==> src/bpc_pkg.sv <==
package bpc_pkg;

  localparam int unsigned TimeBits = 16;
  localparam int unsigned DtBits   = 16;
  localparam int unsigned CmpBits  = ((TimeBits > DtBits) ? TimeBits : DtBits) + 1;

  localparam logic [CmpBits-1:0] TimeMaxW =
      {{(CmpBits - TimeBits){1'b0}}, {TimeBits{1'b1}}};

  localparam logic [15:0] ShortThreshRst = 16'd100;
  localparam logic [15:0] HoldThreshRst  = 16'd900;
  localparam logic [14:0] LockDurRst     = 15'd600;

  typedef enum logic [1:0] {
    ActSample = 2'd0,
    ActRead   = 2'd1,
    ActLock   = 2'd2,
    ActNone   = 2'd3
  } action_e;

  typedef enum logic [1:0] {
    StIdle    = 2'd0,
    StPressed = 2'd1,
    StShort   = 2'd2,
    StHold    = 2'd3
  } btn_state_e;

  typedef enum logic [1:0] {
    RegShortThresh = 2'd0,
    RegHoldThresh  = 2'd1,
    RegLockDur     = 2'd2,
    RegUnused      = 2'd3
  } cfg_reg_e;

endpackage

==> src/button_press_classifier_core.sv <==
// Classifies a push button from periodic samples and answers status reads, one transaction
// per cycle while no result is stalled: each accepted input gives exactly one result in the
// cycle after it is accepted. A new input is taken in the same cycle in which the waiting
// result leaves, so the input waits only while a result is stalled at the output; the state
// update is combinational logic between the input and the result register. tuser carries
// the action (sample, read, force lock, none); a sample carries the pressed level and the
// milliseconds since the previous sample. A read returns the status before it is cleared;
// reading a short or hold event consumes it and starts a lockout of lock_duration ms,
// during which samples only count the lockout down and the status stays idle. Thresholds and
// lockout length are written through the configuration channel, which is always ready.
module button_press_classifier_core
  import bpc_pkg::*;
(
  input  logic        clk_i,
  input  logic        rst_ni,

  input  logic        cfg_valid_i,
  output logic        cfg_ready_o,
  input  logic [1:0]  cfg_addr_i,
  input  logic [15:0] cfg_data_i,

  input  logic        s_axis_tvalid_i,
  output logic        s_axis_tready_o,
  input  logic [23:0] s_axis_tdata_i,   // [0] pressed, [16:1] elapsed_ms, [23:17] zero
  input  logic [1:0]  s_axis_tuser_i,   // [1:0] action

  output logic        m_axis_tvalid_o,
  input  logic        m_axis_tready_i,
  output logic [7:0]  m_axis_tdata_o    // [1:0] status, [2] locked, [7:3] zero
);

  logic [15:0] short_thresh_q;
  logic [15:0] hold_thresh_q;
  logic [14:0] lock_dur_q;

  btn_state_e          status_q, status_d;
  logic [TimeBits-1:0] press_time_q, press_time_d;
  logic [TimeBits-1:0] lock_rem_q, lock_rem_d;

  logic        out_valid_q;
  btn_state_e  out_status_q, out_status_d;
  logic        out_locked_q;

  logic in_fire;
  action_e act;
  logic pressed;
  logic [CmpBits-1:0] dt_w, lock_w, press_w, sum_w, sat_sum_w, lock_load_w;
  logic [CmpBits-1:0] short_w, hold_w;
  logic [TimeBits-1:0] lock_load;

  assign cfg_ready_o     = 1'b1;
  assign s_axis_tready_o = !out_valid_q || m_axis_tready_i;
  assign in_fire         = s_axis_tvalid_i && s_axis_tready_o;

  assign act     = action_e'(s_axis_tuser_i);
  assign pressed = s_axis_tdata_i[0];
  assign dt_w    = CmpBits'(s_axis_tdata_i[16:1]);
  assign lock_w  = CmpBits'(lock_rem_q);
  assign press_w = CmpBits'(press_time_q);
  assign short_w = CmpBits'(short_thresh_q);
  assign hold_w  = CmpBits'(hold_thresh_q);

  assign sum_w       = press_w + dt_w;
  assign sat_sum_w   = (sum_w > TimeMaxW) ? TimeMaxW : sum_w;
  assign lock_load_w = CmpBits'(lock_dur_q);
  assign lock_load   = (lock_load_w > TimeMaxW) ? TimeMaxW[TimeBits-1:0]
                                                : lock_load_w[TimeBits-1:0];

  always_comb begin
    status_d     = status_q;
    press_time_d = press_time_q;
    lock_rem_d   = lock_rem_q;
    out_status_d = status_q;
    unique case (act)
      ActSample: begin
        if (lock_rem_q != '0) begin
          status_d   = StIdle;
          lock_rem_d = (dt_w >= lock_w) ? '0 : lock_rem_q - dt_w[TimeBits-1:0];
        end else if (!pressed) begin
          if (status_q == StPressed) begin
            status_d = (press_w > short_w) ? StShort : StIdle;
          end
          press_time_d = '0;
        end else begin
          if (status_q == StIdle) begin
            press_time_d = sat_sum_w[TimeBits-1:0];
            status_d     = StPressed;
          end else if (status_q == StPressed) begin
            press_time_d = sat_sum_w[TimeBits-1:0];
            if (sat_sum_w > hold_w) begin
              status_d = StHold;
            end
          end
        end
        out_status_d = status_d;
      end
      ActRead: begin
        if (status_q == StShort || status_q == StHold) begin
          status_d     = StIdle;
          press_time_d = '0;
          lock_rem_d   = lock_load;
        end
      end
      ActLock: begin
        status_d     = StIdle;
        press_time_d = '0;
        lock_rem_d   = lock_load;
        out_status_d = StIdle;
      end
      default: begin
      end
    endcase
  end

  always_ff @(posedge clk_i or negedge rst_ni) begin
    if (!rst_ni) begin
      short_thresh_q <= ShortThreshRst;
      hold_thresh_q  <= HoldThreshRst;
      lock_dur_q     <= LockDurRst;
      status_q       <= StIdle;
      press_time_q   <= '0;
      lock_rem_q     <= '0;
      out_valid_q    <= 1'b0;
    end else begin
      if (cfg_valid_i) begin
        unique case (cfg_reg_e'(cfg_addr_i))
          RegShortThresh: short_thresh_q <= cfg_data_i;
          RegHoldThresh:  hold_thresh_q  <= cfg_data_i;
          RegLockDur:     lock_dur_q     <= cfg_data_i[14:0];
          default: begin
          end
        endcase
      end
      if (in_fire) begin
        status_q     <= status_d;
        press_time_q <= press_time_d;
        lock_rem_q   <= lock_rem_d;
        out_valid_q  <= 1'b1;
      end else if (m_axis_tready_i) begin
        out_valid_q <= 1'b0;
      end
    end
  end

  always_ff @(posedge clk_i or negedge rst_ni) begin
    if (!rst_ni) begin
      out_status_q <= StIdle;
      out_locked_q <= 1'b0;
    end else if (in_fire) begin
      out_status_q <= out_status_d;
      out_locked_q <= (lock_rem_d != '0);
    end
  end

  assign m_axis_tvalid_o = out_valid_q;
  assign m_axis_tdata_o  = {5'd0, out_locked_q, out_status_q};

`ifndef NO_ASSERTIONS
  a_lock_idle: assert property (@(posedge clk_i) disable iff (!rst_ni)
    (lock_rem_q != '0) |-> (status_q == StIdle && press_time_q == '0))
    else $error("lockout active with non-idle status or running press timer");

  a_force_lock: assert property (@(posedge clk_i) disable iff (!rst_ni)
    (in_fire && act == ActLock) |=>
      (m_axis_tdata_o[1:0] == StIdle && m_axis_tdata_o[2] == (lock_dur_q != '0)))
    else $error("forced lock result does not match lockout length");

  a_result_follows: assert property (@(posedge clk_i) disable iff (!rst_ni)
    in_fire |=> m_axis_tvalid_o)
    else $error("accepted transaction produced no result");
`endif

endmodule

==> config.mk <==
export PLATFORM = sky130hd
export DESIGN_NAME = button_press_classifier_core
export DESIGN_NICKNAME = d
export VERILOG_FILES = /design/src/bpc_pkg.sv /design/src/button_press_classifier_core.sv
export SDC_FILE = /design/constraint.sdc
export NUM_CORES = 1
export LEC_CHECK = 0
export ABC_AREA = 1
export BUFFER_PORTS_ARGS = -buffer_cell sky130_fd_sc_hd__clkbuf_2
export CAP_MARGIN = 10
export CORE_MARGIN = 3
export CORE_UTILIZATION = 30
export CTS_CLUSTER_DIAMETER = 40
export CTS_CLUSTER_SIZE = 10
export DETAILED_ROUTE_END_ITERATION = 16
export GPL_ROUTABILITY_DRIVEN = 0
export GPL_TIMING_DRIVEN = 0
export HOLD_SLACK_MARGIN = 0.1
export PLACE_DENSITY = 0.58
export REMOVE_ABC_BUFFERS = 1
export SLEW_MARGIN = 20
export SYNTH_ARGS = -nofsm -noshare
export SYNTH_HDL_FRONTEND = slang
export SYNTH_SLANG_ARGS = --single-unit
==> constraint.sdc <==
create_clock -name clk_i -period 3.37 [get_ports clk_i]
set_input_delay 0.674 -clock clk_i [delete_from_list [all_inputs] [get_ports clk_i]]
set_output_delay 0.674 -clock clk_i [all_outputs]
set_load 0.005 [all_outputs]
==> out/results.tsv, run 1 <==
stage	metric	value	unit
synthesis	Yosys warnings	0	
critical_path	Reg-to-Reg End	out_status_q[1]	
global_routing	first-pass GRT wire length	30700	microns
timing	Final WS setup	0.0843	ns
critical_path	CP max FO	7	
global_routing	largest net degree at the start of global routing	86	
timing	skew final	0.0120	ns
global_routing	Total Routing Usage GR	0.155	
floorplan	# rows	54	
critical_path	crit end category	register	
synthesis	number of synthesized flops with an enable pin	0	
run_status	outcome	complete, no violations	
power_and_ir_drop	Sw Share	0.427	
routing	TritonRoute pass-1 iters	5	
clocking	H-tree depth	3	
synthesis	Avg Cell Area, Syn	7.07	sq um
timing	RSZ-0062 raised after global routing	true	
synthesis	Netlist cell types	54	
synthesis	post-synth top area cell	dfrtp_1	
power_and_ir_drop	Lkg Pwr	4.35	nW
timing	Slew Viols, Final	0	
synthesis	Synth top area share	0.267	
floorplan	core footprint	22200	sq um
synthesis	Mapped Area	6930	sq um
critical_path	Worst Reg-to-Reg Cells	18	
critical_path	crit-path max cell delay	0.32	ns
routing	vias per std cell	4.74	
global_routing	initial antenna violation count	1	
placed_design	Place WS	-0.868	ns
floorplan	chip width	158	microns
power_and_ir_drop	Internal	2.81	mW
power_and_ir_drop	Sw Pwr	2.09	mW
floorplan	I/O Pins	60	
global_routing	vias in the first global route	5933	
power_and_ir_drop	combinational share of power	0.510	
finish	area grow syn2layout	17.7	%
routing	antenna viol nets, final	0	
synthesis	Post-synth top flop	dfrtp_1	
placed_design	IO Port Bufs	46	
finish	nets	1150	
clocking	Clk Latency, worst-skew pair	0.35	ns
critical_path	critical path type	in2reg	
power_and_ir_drop	Max rail drop VDD	291	uV
timing	Final period util	0.975	
clocking	clock sink count	85	
routing	WL/cell	14.6	microns
timing	relative slew slack	0.305	
critical_path	Startpoint Class	input port	
clocking	CTS max path bufs	2	
synthesis	most instantiated cells after synthesis	nand2_1, inv_1, o21ai_0, dfrtp_1, ha_1	
power_and_ir_drop	clock share of power	0.205	
clocking	Num CTS Buffers	9	
critical_path	Critical Path, Cell by Cell	buf_2 -> ha_4 -> a21oi_2 -> inv_2 -> a21oi_4 -> inv_2 -> a221oi_4 -> nand2_8 -> a21oi_2 -> o21ai_2 -> ha_1 -> nand3_2 -> nor3_4 -> nand4_1 -> nand3_1 -> o2111ai_2 -> nand3_2 -> nand3_2 -> a21oi_2	
clocking	CTS Root Cell	clkbuf_16	
routing	detailed router's first-iteration violation count	304	
routing	routed wire length	19200	microns
floorplan	Die Footprint	24900	sq um
synthesis	post-synthesis cell count	980	
timing	# setup viols final	0	
critical_path	Worst R2R Setup Slack	0.09	ns
synthesis	sequential fraction of the synthesis area	0.309	
critical_path	Critical Path AT	3.57	ns
finish	layout cells sized above 1	0.187	
hold_path	Hold WC Path Type	in2async	
synthesis	ys async rst share	1.00	
timing	Sum Neg Setup Slack	0	ns
timing	Final Hold Viols	0	
routing	via count	6248	
power_and_ir_drop	PwrDens	602	nW/um^2
placed_design	dpl hpwl	14800	microns
routing	# DRC	0	
synthesis	most frequent cell after synthesis	nand2_1	
power_and_ir_drop	Reg power frac	0.285	
critical_path	CP max stage cell	a221oi_4	
floorplan	Die Y	158	microns
timing	Slew @ Worst Pin	1.04	ns
critical_path	required time of the critical path	3.65	ns
timing	Hold WS	0.345	ns
clocking	clk slew on worst S/H paths	0.07	ns
finish	post-layout util	0.367	
floorplan	starting density of the core	0.312	
placed_design	Placed Instances	1284	
timing	post-route minimum period	3.29	ns
finish	Non-Filler Instances	1317	
job	Max Cap Viol	0	
global_routing	gr ovfl total	0	
critical_path	Crit Reg-Reg Startpoint	press_time_q[11]	
timing	Max Fclk	304	MHz
clocking	CTS tree	done	
synthesis	register bit total from synthesis	85	
synthesis	Synth area leaders	dfrtp_1, nand2_1, ha_1, inv_1, o21ai_0	
## critical path: cells and delay by family
family | cells | cell delay, ns
and+or+nand+nor | 7 | 0.94
buffers and inverters | 3 | 0.28
adders and majority gates | 2 | 0.55
AOI/OAI and AO/OA | 7 | 1.13
## placed cells by master (no fill, tap or decap), types with 11 or more instances in the layout
cell type	count
a21oi_1	29
a21oi_2	12
buf_4	14
clkbuf_2	43
dfrtp_1	72
dfstp_2	11
ha_1	57
inv_1	167
inv_2	13
nand2_1	255
nand2_2	15
nand3_1	40
nand4_1	13
nor2_1	59
o21ai_0	82
## repair_timing
action,CTS,global route
resized for setup,24,54
buffers inserted,3,12
hold buffers,0,0
gates cloned,1,0
endpoints found under the hold margin,0,0
pin swaps,11,29
setup endpoints to repair,2,2
## registers in the layout, summed over array words and instances (netlist names)
signal / flops
lock_dur_q: 15
hold_thresh_q: 16
short_thresh_q: 16
status_q: 2
lock_rem_q: 16
press_time_q: 16
out_status_q: 2
m_axis_tvalid_o: 1
out_locked_q: 1
## metal layers
| metal | vias to the layer above | GRT usage | part of all wire |
|---|---|---|---|
| met5 | - | 0 | 0 |
| li1 | 3220 | - | - |
| met1 | 2880 | 0.209 | 0.46 |
| met3 | 21 | 0.0178 | 0.035 |
| met2 | 127 | 0.263 | 0.49 |
| met4 | 0 | 0.0422 | 0.015 |
## worst max-delay path by stage
stage / endpoint / cells past startpoint / start / slack [ns]
after detailed placement: out_status_q[1] / 22 / s_axis_tdata_i[1] / -0.87
after CTS: out_status_q[1] / 21 / s_axis_tdata_i[12] / 0.002
final: out_status_q[1] / 19 / s_axis_tdata_i[10] / 0.08
after global routing: out_status_q[1] / 19 / s_axis_tdata_i[10] / -0.13
after floorplan: status_q[1] / 16 / s_axis_tdata_i[12] / -0.05
after global placement: out_status_q[1] / 22 / s_axis_tdata_i[1] / -0.84
## cell families after synthesis
group           share of synthesized area
compound gates                      0.141
xor+xnor                           0.0152
fa+ha+maj                           0.129
buf+inv                             0.120
flops                               0.309
mux                               0.00145
other cells                       0.00108
simple gates                        0.284
## area by class of cell
type,instances,area (sq um)
fillers,2337,14100
inverters,183,694
flip-flops and latches,85,2140
well taps,280,350
repair inverters,1,6.26
repair buffers,61,362
clock buffers,11,233
clock inverters,5,52.6
diodes,1,2.50
multi-input cells,690,4310
## power groups by stage
stage	clock network [mW]	logic, mW	registers (mW)
detailed placement	0	2.10	1.40
global route	1.06	2.84	1.43
finish	1.00	2.50	1.40
global placement	0	2.06	1.40
CTS	1.02	2.26	1.39
floorplan	0	1.63	1.34
## through the flow
stage          cell area (sq um)  power (mW)
5_1_grt                     8150        5.33
3_5_place_dp                7390        3.50
4_1_cts                     7830        4.67
6_report                    8150        4.91
3_3_place_gp                7380        3.46
2_1_floorplan               6800        2.96
No activity file was read; power rests on OpenSTA's default activity.
==> inputs of run 2 (changes only) <==
BUFFER_PORTS_ARGS = -buffer_cell sky130_fd_sc_hd__buf_2   (was -buffer_cell sky130_fd_sc_hd__clkbuf_2)
==> out/results.tsv, run 2 (synthesis gave the netlist of run 1 again) <==
stage	metric	value	unit	change
placed_design	dpl hpwl	14900	microns	+0.82%
timing	Final Hold Viols	0		unchanged
global_routing	vias in the first global route	5763		-2.9%
power_and_ir_drop	Max rail drop VDD	348	uV	+20%
routing	# DRC	0		unchanged
critical_path	Critical Path, Cell by Cell	buf_4 -> ha_4 -> inv_2 -> fa_2 -> inv_2 -> nand2_1 -> o211ai_2 -> nand3_2 -> o21ai_2 -> xnor2_1 -> nand2_4 -> ha_1 -> nand2_1 -> nor3_4 -> nand4_1 -> nand3_1 -> o2111ai_2 -> nand3_2 -> nand3_2 -> a21oi_2		
floorplan	# rows	54		unchanged
hold_path	Hold WC Path Type	in2async		
finish	area grow syn2layout	18.5	%	
global_routing	gr ovfl total	0		unchanged
critical_path	Reg-to-Reg End	out_status_q[1]		
critical_path	Worst Reg-to-Reg Cells	18		unchanged
power_and_ir_drop	clock share of power	0.236		+0.031
routing	met1 wire length	8950	microns	+2.3%
global_routing	largest net degree at the start of global routing	68		-21%
critical_path	crit-path max cell delay	0.39	ns	+0.07 ns
power_and_ir_drop	Final Power	5.02	mW	+2.3%
finish	nets	1147		-0.26%
floorplan	starting density of the core	0.312		unchanged
critical_path	WP buf/inv	3		unchanged
timing	Final period util	0.972		-0.00321
critical_path	CP top delay family	simple AND/OR/NAND/NOR gates		
clocking	Clk Latency, worst-skew pair	0.35	ns	about the same
global_routing	Total Routing Usage GR	0.153		-0.00240
clocking	CTS max path bufs	2		unchanged
critical_path	Startpoint Class	input port		
clocking	clock sink count	85		unchanged
routing	via count	6224		-0.38%
critical_path	CP max FO	3		-4
timing	Slew Viols, Final	0		unchanged
timing	post-route minimum period	3.27	ns	-0.0108 ns
clocking	CTS tree	done		
global_routing	initial antenna violation count	0		-1
routing	WL/cell	14.5	microns	-0.58%
critical_path	Critical Path AT	3.56	ns	about the same
power_and_ir_drop	combinational share of power	0.485		-0.025
finish	commonest non-fill, non-tap cells in the layout	nand2_1, inv_1, o21ai_0		
routing	antenna viol nets, final	0		unchanged
timing	# setup viols final	0		unchanged
timing	RSZ-0062 raised after global routing	true		
floorplan	Die Footprint	24900	sq um	unchanged
routing	TritonRoute pass-1 iters	5		unchanged
clocking	clk slew on worst S/H paths	0.07	ns	about the same
power_and_ir_drop	Lkg Pwr	4.36	nW	+0.35%
clocking	H-tree depth	3		unchanged
power_and_ir_drop	Internal	2.95	mW	+4.9%
floorplan	chip width	158	microns	unchanged
critical_path	crit end category	register		
placed_design	IO Port Bufs	46		unchanged
routing	metal2 WL	9190	microns	-3.3%
power_and_ir_drop	PwrDens	611	nW/um^2	+1.6%
critical_path	Setup crit start	s_axis_tdata_i[1]		
placed_design	Placed Instances	1285		+0.078%
clocking	Num CTS Buffers	9		unchanged
finish	layout cells sized above 1	0.190		+0.00248
timing	relative slew slack	0.271		-0.0337
critical_path	Worst R2R Setup Slack	0.1	ns	about the same
clocking	CTS Root Cell	clkbuf_16		
critical_path	Crit Reg-Reg Startpoint	press_time_q[9]		
critical_path	critical path type	in2reg		
power_and_ir_drop	Reg power frac	0.279		-0.006
critical_path	CP max stage cell	fa_2		
job	Max Cap Viol	0		unchanged
timing	skew final	0.00852	ns	-0.00352 ns
finish	filler cell count	2340		+0.13%
global_routing	first-pass GRT wire length	30200	microns	-1.7%
critical_path	cell mode on critical path	nand3_2		
critical_path	stages on the worst setup path	20		+1
routing	met3 WL	535	microns	-21%
run_status	outcome	complete, no violations		
finish	Non-Filler Instances	1313		-0.30%
routing	routed wire length	19100	microns	-0.88%
finish	most common cell after layout, fill and taps aside	nand2_1		
clocking	hold_buf cts	0		unchanged
finish	post-layout util	0.369		+0.00248
critical_path	required time of the critical path	3.65	ns	about the same
routing	detailed router's first-iteration violation count	276		-9.2%
power_and_ir_drop	Sw Pwr	2.07	mW	-1.3%
floorplan	I/O Pins	60		unchanged
power_and_ir_drop	Sw Share	0.412		-0.0148
finish	Ant. Diodes	0		-1
floorplan	Die Y	158	microns	unchanged
floorplan	core footprint	22200	sq um	unchanged
routing	DR top layer	met4		
routing	vias per std cell	4.74		about the same
timing	Max Fclk	305	MHz	+0.33%
timing	Slew @ Worst Pin	1.09	ns	+0.0504 ns
[run 2: cell types whose count changed in the layout (fill, tap and decap cells not counted), sizes merged]
cell,previous run,this run
buf,17,58
bufinv,1,3
clkbuf,55,11
clkinv,5,3
diode,1,0
[run 2: how the worst max path moves through the flow]
stage,endpoint,slack (ns)
global placement,out_status_q[1],-0.85
detailed placement,out_status_q[1],-0.84
finish,out_status_q[1],0.1
CTS,out_status_q[1],-0.003
floorplan,status_q[1],-0.05
global route,out_status_q[1],-0.11
[run 2: repair_timing]
item,in CTS,in global routing
resized for setup,22,56
buffers inserted,2,9
endpoints found under the setup margin,2,2
gates cloned,1,0
pin swaps,6,25
[run 2: worst reg2reg max path: cells and delay by family, from the launching register on]
| family | cells | cell delay (ns) |
|---|---|---|
| DFF | 1 | 0.43 |
| and+or+nand+nor | 7 | 0.97 |
| buffers and inverters | 2 | 0.13 |
| adders and majority gates | 2 | 0.58 |
| AOI/OAI and AO/OA | 7 | 1.12 |
[run 2: layout make-up]
cell class	count	area [sq um]	area share
multi-input combinational	690	4300	0.524
sequential	85	2140	0.261
inverter	183	699	0.0852
timing repair buffer	58	355	0.0433
tap	280	350	0.0427
clock buffer	11	243	0.0296
clock inverter	5	106	0.0130
timing repair inverter	1	6.26	0.000762
[run 2: metrics by stage]
| stage | hold slack (ns) | instance area (sq um) | worst slack (ns) | TNS [ns] |
|---|---|---|---|---|
| after CTS | 0.170 | 7900 | -0.00251 | -0.00251 |
| after global placement | 0.467 | 7380 | -0.847 | -1.65 |
| after global routing | 0.172 | 8210 | -0.109 | -0.190 |
| after detailed placement | 0.474 | 7410 | -0.842 | -1.65 |
| final | 0.170 | 8210 | 0.0952 | 0 |
| after floorplan | 0.378 | 6800 | -0.0491 | -0.0885 |
[run 2: power by group through the flow]
| stage | sequential (mW) | combinational, mW | clock, mW |
|---|---|---|---|
| 2_1_floorplan | 1.34 | 1.63 | 0 |
| 3_3_place_gp | 1.40 | 2.06 | 0 |
| 3_5_place_dp | 1.40 | 2.10 | 0 |
| 4_1_cts | 1.39 | 2.21 | 1.20 |
| 5_1_grt | 1.42 | 2.76 | 1.24 |
| 6_report | 1.40 | 2.43 | 1.18 |
[run 2: per-layer routing]
metal	global-route usage	up-vias
met5	0	-
met4	0.0426	0
met3	0.0153	27
met2	0.258	115
met1	0.208	2871
li1	-	3211
